$ cat src/rtl/core/mecodo_pkg.sv
// ----------------------------------------------------------------------------
// Mecanum odometry package
// Shared types, constants and the CORDIC arctangent table.
// ----------------------------------------------------------------------------
package mecodo_pkg;

  localparam int unsigned CORDIC_STEPS_DEF = 16;
  localparam int unsigned ATAN_ENTRIES     = 31;
  localparam logic [15:0] GAIN_RST         = 16'd7620;
  localparam logic [3:0]  MASK_RST         = 4'd10;
  localparam logic [31:0] CORDIC_K         = 32'd652032874;
  localparam logic [31:0] HALF_TURN        = 32'h8000_0000;
  localparam logic signed [33:0] QUARTER   = 34'sd1073741824;

  localparam logic [1:0] FUNC_ENC  = 2'd0;
  localparam logic [1:0] FUNC_IMU  = 2'd1;
  localparam logic [1:0] FUNC_TICK = 2'd2;

  localparam logic [0:0] REG_GAIN = 1'b0;
  localparam logic [0:0] REG_MASK = 1'b1;

  typedef struct packed {
    logic [1:0]         func;
    logic signed [15:0] wheel_speed_0;
    logic signed [15:0] wheel_speed_1;
    logic signed [15:0] wheel_speed_2;
    logic signed [15:0] wheel_speed_3;
    logic [19:0]        elapsed_us;
    logic signed [15:0] quat_w;
    logic signed [15:0] quat_x;
    logic signed [15:0] quat_y;
    logic signed [15:0] quat_z;
  } in_beat_t;

  typedef struct packed {
    logic signed [63:0] pos_x;
    logic signed [63:0] pos_y;
    logic signed [15:0] half_yaw_cos;
    logic signed [15:0] half_yaw_sin;
    logic signed [31:0] heading;
  } out_beat_t;

  // CORDIC command/status between sequencer and engine
  typedef struct packed {
    logic        start;
    logic        vectoring;
    logic [31:0] angle;
    logic signed [33:0] vx;
    logic signed [33:0] vy;
  } cordic_cmd_t;

  typedef struct packed {
    logic               done;
    logic signed [33:0] x;
    logic signed [33:0] y;
    logic [31:0]        z;
  } cordic_rsp_t;

  function automatic logic [31:0] atan_lut(input logic [4:0] i);
    logic [31:0] r;
    case (i)
      5'd0: r = 32'd536870912;  5'd1: r = 32'd316933406;
      5'd2: r = 32'd167458907;  5'd3: r = 32'd85004756;
      5'd4: r = 32'd42667331;   5'd5: r = 32'd21354465;
      5'd6: r = 32'd10679838;   5'd7: r = 32'd5340245;
      5'd8: r = 32'd2670163;    5'd9: r = 32'd1335087;
      5'd10: r = 32'd667544;    5'd11: r = 32'd333772;
      5'd12: r = 32'd166886;    5'd13: r = 32'd83443;
      5'd14: r = 32'd41722;     5'd15: r = 32'd20861;
      5'd16: r = 32'd10430;     5'd17: r = 32'd5215;
      5'd18: r = 32'd2608;      5'd19: r = 32'd1304;
      5'd20: r = 32'd652;       5'd21: r = 32'd326;
      5'd22: r = 32'd163;       5'd23: r = 32'd81;
      5'd24: r = 32'd41;        5'd25: r = 32'd20;
      5'd26: r = 32'd10;        5'd27: r = 32'd5;
      5'd28: r = 32'd3;         5'd29: r = 32'd1;
      5'd30: r = 32'd1;
      default: r = 32'd0;
    endcase
    return r;
  endfunction

endpackage

$ cat src/rtl/core/mecodo_cordic.sv
// ----------------------------------------------------------------------------
// Mecanum odometry CORDIC engine
// Iterative shift-add CORDIC, one micro-rotation per cycle, rotation or
// vectoring mode on Q2.30 operands.
// ----------------------------------------------------------------------------
module mecodo_cordic #(
  parameter int unsigned CORDIC_STEPS = mecodo_pkg::CORDIC_STEPS_DEF
) (
  input  logic                    clk,
  input  logic                    rst_n,
  input  mecodo_pkg::cordic_cmd_t cmd,
  output mecodo_pkg::cordic_rsp_t rsp
);

  localparam int unsigned NIT = (CORDIC_STEPS < mecodo_pkg::ATAN_ENTRIES) ?
                                CORDIC_STEPS : mecodo_pkg::ATAN_ENTRIES;

  // x and y carry two guard bits: a vectoring input near the corner of the
  // Q2.30 range grows past 2^33 under the CORDIC gain
  logic               busy_r, busy_nxt;
  logic               mode_r, mode_nxt;
  logic [4:0]         it_r, it_nxt;
  logic signed [35:0] x_r, x_nxt, y_r, y_nxt;
  logic signed [33:0] zs_r, zs_nxt;
  logic [31:0]        z_r, z_nxt;
  logic               done_r, done_nxt;

  logic signed [35:0] xs, ys;
  logic signed [33:0] at;
  logic               dir;

  assign xs = x_r >>> it_r;
  assign ys = y_r >>> it_r;
  assign at = $signed({2'b00, mecodo_pkg::atan_lut(it_r)});
  // vectoring drives y to zero, rotation drives the residual angle to zero
  assign dir = mode_r ? (y_r > 36'sd0) : (zs_r < 34'sd0);

  // advance one micro-rotation per cycle
  always_comb begin
    busy_nxt = busy_r;
    mode_nxt = mode_r;
    it_nxt   = it_r;
    x_nxt    = x_r;
    y_nxt    = y_r;
    zs_nxt   = zs_r;
    z_nxt    = z_r;
    done_nxt = 1'b0;
    if (cmd.start) begin
      busy_nxt = 1'b1;
      mode_nxt = cmd.vectoring;
      it_nxt   = 5'd0;
      if (cmd.vectoring) begin
        z_nxt = 32'd0;
        if (cmd.vx < 0) begin
          x_nxt = -36'(cmd.vx);
          y_nxt = -36'(cmd.vy);
          z_nxt = mecodo_pkg::HALF_TURN;
        end else begin
          x_nxt = 36'(cmd.vx);
          y_nxt = 36'(cmd.vy);
        end
        zs_nxt = '0;
      end else begin
        x_nxt  = $signed({4'b0000, mecodo_pkg::CORDIC_K});
        y_nxt  = '0;
        zs_nxt = {{2{cmd.angle[31]}}, cmd.angle};
        z_nxt  = '0;
      end
    end else if (busy_r) begin
      if (mode_r) begin
        if (dir) begin
          x_nxt = x_r + ys; y_nxt = y_r - xs; z_nxt = z_r + at[31:0];
        end else begin
          x_nxt = x_r - ys; y_nxt = y_r + xs; z_nxt = z_r - at[31:0];
        end
      end else begin
        if (!dir) begin
          x_nxt = x_r - ys; y_nxt = y_r + xs; zs_nxt = zs_r - at;
        end else begin
          x_nxt = x_r + ys; y_nxt = y_r - xs; zs_nxt = zs_r + at;
        end
      end
      it_nxt = it_r + 5'd1;
      if (it_r == 5'(NIT - 1)) begin
        busy_nxt = 1'b0;
        done_nxt = 1'b1;
      end
    end
  end

  always_ff @(posedge clk) begin
    if (!rst_n) begin
      busy_r <= 1'b0;
      done_r <= 1'b0;
      it_r   <= '0;
    end else begin
      busy_r <= busy_nxt;
      done_r <= done_nxt;
      it_r   <= it_nxt;
    end
    mode_r <= mode_nxt;
    x_r    <= x_nxt;
    y_r    <= y_nxt;
    zs_r   <= zs_nxt;
    z_r    <= z_nxt;
  end

  assign rsp.done = done_r;
  assign rsp.x    = x_r[33:0];
  assign rsp.y    = y_r[33:0];
  assign rsp.z    = z_r;

`ifndef SYNTHESIS
  a_no_restart: assert property (@(posedge clk) disable iff (!rst_n)
    busy_r |-> !cmd.start) else $error("cordic restarted while busy");
  a_done_ends: assert property (@(posedge clk) disable iff (!rst_n)
    done_r |-> !busy_r) else $error("cordic done while busy");
  a_done_pulse: assert property (@(posedge clk) disable iff (!rst_n)
    done_r |=> !done_r) else $error("cordic done held");
`endif

endmodule
$ cat config.mk
export PLATFORM = sky130hd
export DESIGN_NAME = mecodo_cordic
export DESIGN_NICKNAME = d
export VERILOG_FILES = /design/src/rtl/core/mecodo_pkg.sv /design/src/rtl/core/mecodo_cordic.sv
export SDC_FILE = /design/constraint.sdc
export NUM_CORES = 1
export LEC_CHECK = 0
export BUFFER_PORTS_ARGS = -buffer_cell sky130_fd_sc_hd__buf_2
export CAP_MARGIN = 20
export CORE_ASPECT_RATIO = 1.25
export CORE_MARGIN = 2
export CORE_UTILIZATION = 40
export DETAILED_ROUTE_END_ITERATION = 8
export HOLD_SLACK_MARGIN = 0.1
export PLACE_DENSITY = 0.67
export SETUP_SLACK_MARGIN = 0.1
export SKIP_LAST_GASP = 1
export SLEW_MARGIN = 20
export SYNTH_ARGS = -nofsm -noshare
export SYNTH_HDL_FRONTEND = slang
export SYNTH_SLANG_ARGS = --single-unit
$ cat constraint.sdc
create_clock -name clk -period 6.2 [get_ports clk]
set_input_delay 0.93 -clock clk [delete_from_list [all_inputs] [get_ports clk]]
set_output_delay 0.93 -clock clk [all_outputs]
set_load 0.005 [all_outputs]
* Word-level counts from Yosys, hierarchy flattened *
Memory sizes are Yosys's and may differ from the RTL's. A register that Yosys moved wholly into a read port is not among the register bits.
Cells that the tools add are included.

storage, ports and cells
  bits in registers = 146
  ROM bits = 960
  input bits = 104
  word-level logic and storage cells = 63
  memories kept = 1

memory list
  memory           words  bits a word  rd ports  clocked after Yosys merged registers in  wr ports  line              RTL
  (no name shown)  32     30           1         1                                        0         mecodo_pkg.sv:61  case (i)

cells by class
  $add $sub $neg = 11
  order comparisons = 3
  equal/unequal tests = 2
  shift-type cells = 2
  muxes and demuxes = 28
  bitwise gates (word level) = 2
  reduce and logical (&&, ||, !) cells = 6

operators by type and width
  kind                   number
  $mux W36               10
  $mux W32               6
  $mux W34               5
  $add A36 B36 Y36       2
  $neg A34 Y36           2
  $sshr A36 B5 Y36       2
  $sub A36 B36 Y36       2
  $lt A34 B1 Y1 const B  2
  $gt A36 B1 Y1 const B  1
  $add A34 B33 Y34       1
  $sub A34 B33 Y34       1
  $add A32 B32 Y32       1
  $sub A32 B32 Y32       1
  $mux W5                2
  $add A5 B1 Y5 const B  1
  $eq A5 B4 Y1 const B   1
  $mux W1                5
  $reduce_and A2 Y1      2
  $reduce_bool A2 Y1     2
  $reduce_or A3 Y1       1
  $ne A2 B2 Y1 const B   1
  $not A1 Y1             2
  $reduce_or A2 Y1       1

* Logic depth before layout (Yosys ltp) *
  word-level depth = 6
  gate-level depth with buffers = 28

* Worst setup path after synthesis *
OpenSTA, ideal clock, no wires.

  path kind = register to register
  start point = register it_r[4]
  end point = register y_r[28] (data pin)
  data arrival time = 5.261 ns
  required time = 5.929 ns
  path slack = 0.668 ns
  stages on the path, launching flop included = 22
  cells stage by stage = dfxtp_1 > clkbuf_1 > clkbuf_1 > buf_1 > clkbuf_1 > clkbuf_1 > buf_1 > o211ai_1 > o21a_1 > ha_1 > o21ai_0 > fa_1 > a21o_1 > a211oi_1 > nor2_1 > o311a_1 > a221o_1 > a31oi_1 > o31ai_1 > a311oi_1 > xor2_1 > o22ai_1

on the way
  cells in the longest elaborated chain, start to end = 5
  elaborated cells between the ends (all ways) = 6
  those cells by class = add/sub: 2; shift: 1; mux: 3

ends and longest elaborated chain
  element                                               line                                      RTL
  start: declaration                                    mecodo_cordic.sv:22                       logic [4:0] it_r, it_nxt;
  start signal: assignment                              mecodo_cordic.sv:99                       it_r <= it_nxt;
  $sshr A36 B5 Y36 *                                    mecodo_cordic.sv:32                       assign xs = x_r >>> it_r;
  $add A36 B36 Y36 or $sub A36 B36 Y36 (tied branches)  -
  $mux W36 *                                            mecodo_cordic.sv:71, mecodo_cordic.sv:77
  $mux W36 *                                            mecodo_cordic.sv:69                       end else if (busy_r) begin
  $mux W36 *                                            mecodo_cordic.sv:48                       if (cmd.start) begin
  via y_nxt[28]                                         mecodo_cordic.sv:23                       logic signed [35:0] x_r, x_nxt, y_r, y_nxt;
  end signal: assignment                                mecodo_cordic.sv:103                      y_r <= y_nxt;
  end: declaration                                      mecodo_cordic.sv:23

The timed path passes the listed nets; every way through them passes the cells marked *. The select of a mux whose other input is x is not followed.
A chain may end at the register's enable or synchronous reset.

* Worst setup path after layout *
  start point = register it_r[1]
  end point = register y_r[35] (data pin)

The elaborated chain is that of the path after synthesis.

==> flow_summary_export.csv <==
group,metric,value,unit
synth,synth_fp_nets,2874,
global_route,grt_max_degree,90,
power,p_sw_share,48.97,%
synth,ys_async_sr_fraction,0,%
synth,synth_ff_type,"edfxtp_1",
clock_tree,clkLatencyLatePin,520,ps
min_path,worst_hold_path.endpoint,"busy_r",
routing,vias,23220,
critical_path,reg2reg_to,"y_r[35]",
power,p_leak,0.01128,uW
layout,multi_input_comb_area,16700,um2
sta,clock-skew-final,25.21,ps
sta,rsz0062_at_grt,"true",
routing,wire_per_inst,24.28,um
synth,yosysTopAreaCell,"edfxtp_1",
synth,yosysMostFrequentCell,"nand2_1",
global_route,track_usage,29.77,%
global_route,grt_overflow,0,
routing,ant_nets,0,
power,peakVddDrop,341.1,uV
floorplan,die_x,217.8,um
floorplan,rows,97,
clock_tree,cts_tree,"done",
clock_tree,htreeDepth,4,
critical_path,reg2reg_slack,210,ps
clock_tree,cts_buffer_depth,2,
synth,netlist.area_leader.share,18.27,%
global_route,antenna_found_initial,8,
routing,vias_per_cell,6.285,
power,internal_power,8896,uW
synth,synth.distinct_cells,93,
placed_design,pre_cts_ws,-53.05,ps
synth,yosysWarnings,0,
layout,layout-drive-gt1-share,24.81,%
power,share_clk_of_total_power,6.7,%
min_path,min_path_cells,2,
clock_tree,cts_sinks,176,
sta,fin_ws,206.6,ps
critical_path,r2r_start,"it_r[1]",
floorplan,core,56310,um2
placed_design,place.gp.congestion,1.045,
synth,mappedNetlistArea,22850,um2
sta,tightest_slew,1071,ps
clock_tree,root_buffer,"clkbuf_16",
power,combPwrFrac,77.4,%
critical_path,critPathKind,"register to register",
run,cap_violations,0,
global_route,grt_pass1_vias,23270,
critical_path,cp_slowest_cell,"mux4_2",
critical_path,crit_fanout,13,
routing,totalWireLength,89700,um
layout,layout.nets,3193,
power,p_sw,8536,uW
critical_path,cp_cell_sequence,"buf_12 -> buf_8 -> mux4_2 -> mux2_2 -> a222oi_1 -> buf_4 -> o311ai_0 -> buf_4 -> nor4b_2 -> nand3_1 -> nand2b_2 -> or3_1 -> a21oi_1 -> o32ai_1 -> ha_1 -> a21o_1 -> a21o_1 -> a21oi_1 -> o22ai_1 -> o21ba_2 -> a311oi_2 -> a211oi_2 -> xnor3_1 -> o21ai_1",
sta,holdWs,666.0,ps
synth,postSynthCellCount,2618,
critical_path,start_kind,"register",
routing,drt_pass1_iterations,6,
placed_design,numPlacedInstances,3642,
power,seq_power_share,15.9,%
critical_path,required,6560,ps
synth,yosysSeqAreaShare,21.51,%
placed_design,numPortBuffers,204,
sta,hold_viol,0,
min_path,hold_start,"busy_r",
sta,finalCriticalPeriod,5993,ps
global_route,grt_pass1_wl,135100,um
clock_tree,clk_pin_slew,100,ps
layout,final_cells,3695,
synth,synth_edf_count,139,
min_path,hold_class,"register to register",
critical_path,worstRegToRegCells,24,
synth,postSynthAreaPerCell,8.728,um2
routing,drtIter0Drc,2047,
floorplan,dieHeight,271.2,um
sta,slew_headroom,28.37,%
synth,ys_ff_latch,176,
layout,syn2layout_area_growth,17.30,%
routing,drc,0,
sta,slew_viol_final,0,
critical_path,arrival,6350,ps
synth,synth_common_cells,"232 x nand2_1, 178 x a21oi_1, 173 x nor2_1",
power,power_density,650.3,nW/um2
placed_design,place_area,25910,um2
placed_design,hpwl,69870,um
layout,seq_area,4928,um2
layout,nFillCells,5448,
synth,ys_top_cells_by_area,"edfxtp_1 18%, mux4_2 8.2%, ha_1 8.1%",
sta,finalCritPeriodShare,96.67,%
floorplan,die_area,59070,um2
clock_tree,ctsHoldBuffers,0,
floorplan,floorplan.initialDensity,40.58,%
run_status,status,"completed",
floorplan,num_io_pins,205,
sta,finalSetupViolCount,0,
layout,fin_area,26800,um2
critical_path,worstSetupEndpointType,"register",
critical_path,slowest_delay,520,ps
sta,max_freq,0.1668,GHz
clock_tree,numCtsBuffers,17,
==> power groups by stage <==
stage	clock network (uW)	registers, uW	logic (uW)
floorplan	0	2460	8690
global placement	0	2770	12700
detailed placement	0	2770	13000
CTS	1210	2750	13100
global route	1230	2800	14700
finish	1170	2760	13500
==> stage by stage <==
step	total power [uW]	utilization [%]	setup TNS, ps
6_report	17430	47.60	0
5_1_grt	18730	47.58	-18.09
4_1_cts	17040	47.19	0
3_5_place_dp	15730	46.01	-53.05
2_1_floorplan	11140	-	0
3_3_place_gp	15450	46.01	0
==> routing by layer <==
layer / global-route usage, % / up-vias / wire, um
met5: 0 / - / 96
met3: 6.924 / 306 / 6593
met2: 53.12 / 1084 / 45330
met1: 31.60 / 11250 / 31730
li1: - / 10570 / -
met4: 18.30 / 14 / 5946
==> kinds of logic after synthesis <==
logic type | share of synthesized area (%)
fa+ha+maj | 8.454
xor+xnor | 9.757
simple gates | 16.50
flops | 21.51
buf+inv | 6.007
compound gates | 23.41
mux | 14.37
==> area by class of cell <==
cell class	count	share of cell area (%)
Inverter	69	0.9662
Multi-Input combinational cell	2176	62.29
Timing Repair Buffer	497	12.61
Antenna cell	3	0.02801
Tap cell	742	3.464
Sequential cell	176	18.39
Clock inverter	15	0.6722
Clock buffer	17	1.587
==> flip-flops by register name, indices dropped and copies added (netlist names) <==
register  cells
mode_r        1
x_r          36
zs_r         34
at           30
z_r          32
busy_r        1
it_r          5
done_r        1
y_r          36
==> how the worst max path moves through the flow <==
stage          cells after the start  endpoint     from
2_1_floorplan                     21   y_r[28]  it_r[4]
3_3_place_gp                      24   x_r[34]  it_r[1]
3_5_place_dp                      24   x_r[34]  it_r[1]
4_1_cts                           21   x_r[34]  it_r[0]
5_1_grt                           22   x_r[34]  it_r[0]
6_report                          24   y_r[35]  it_r[1]
==> timing repair <==
action | 4_1_cts | 5_1_grt
buffers inserted | 5 | 13
setup endpoints to repair | 10 | 23
pin swaps | 0 | 7
resized for setup | 0 | 32
==> worst max-delay path, delay by kind of cell, from the launching register on <==
family | cells | cell delay [ps]
DFF | 1 | 460
AOI/OAI and AO/OA | 12 | 2340
buffers and inverters | 4 | 730
muxes | 2 | 820
and+or+nand+nor | 4 | 1000
adders and majority gates | 1 | 210
xor gates and xnor gates | 1 | 260
==> cell usage in the layout, fill, tap and decap left out, types with 50 or more instances in the layout <==
| cell | n |
|---|---|
| buf_4 | 281 |
| nand2_1 | 231 |
| buf_2 | 203 |
| a21oi_1 | 173 |
| nor2_1 | 169 |
| o21ai_0 | 164 |
| ha_1 | 147 |
| edfxtp_1 | 139 |
| xor2_1 | 136 |
| xnor2_1 | 116 |
| mux4_2 | 84 |
| a21o_1 | 74 |
| mux2i_1 | 70 |
| inv_1 | 67 |
| o22ai_1 | 54 |
| nand3_1 | 50 |
Power figures use the tool's default switching activity.
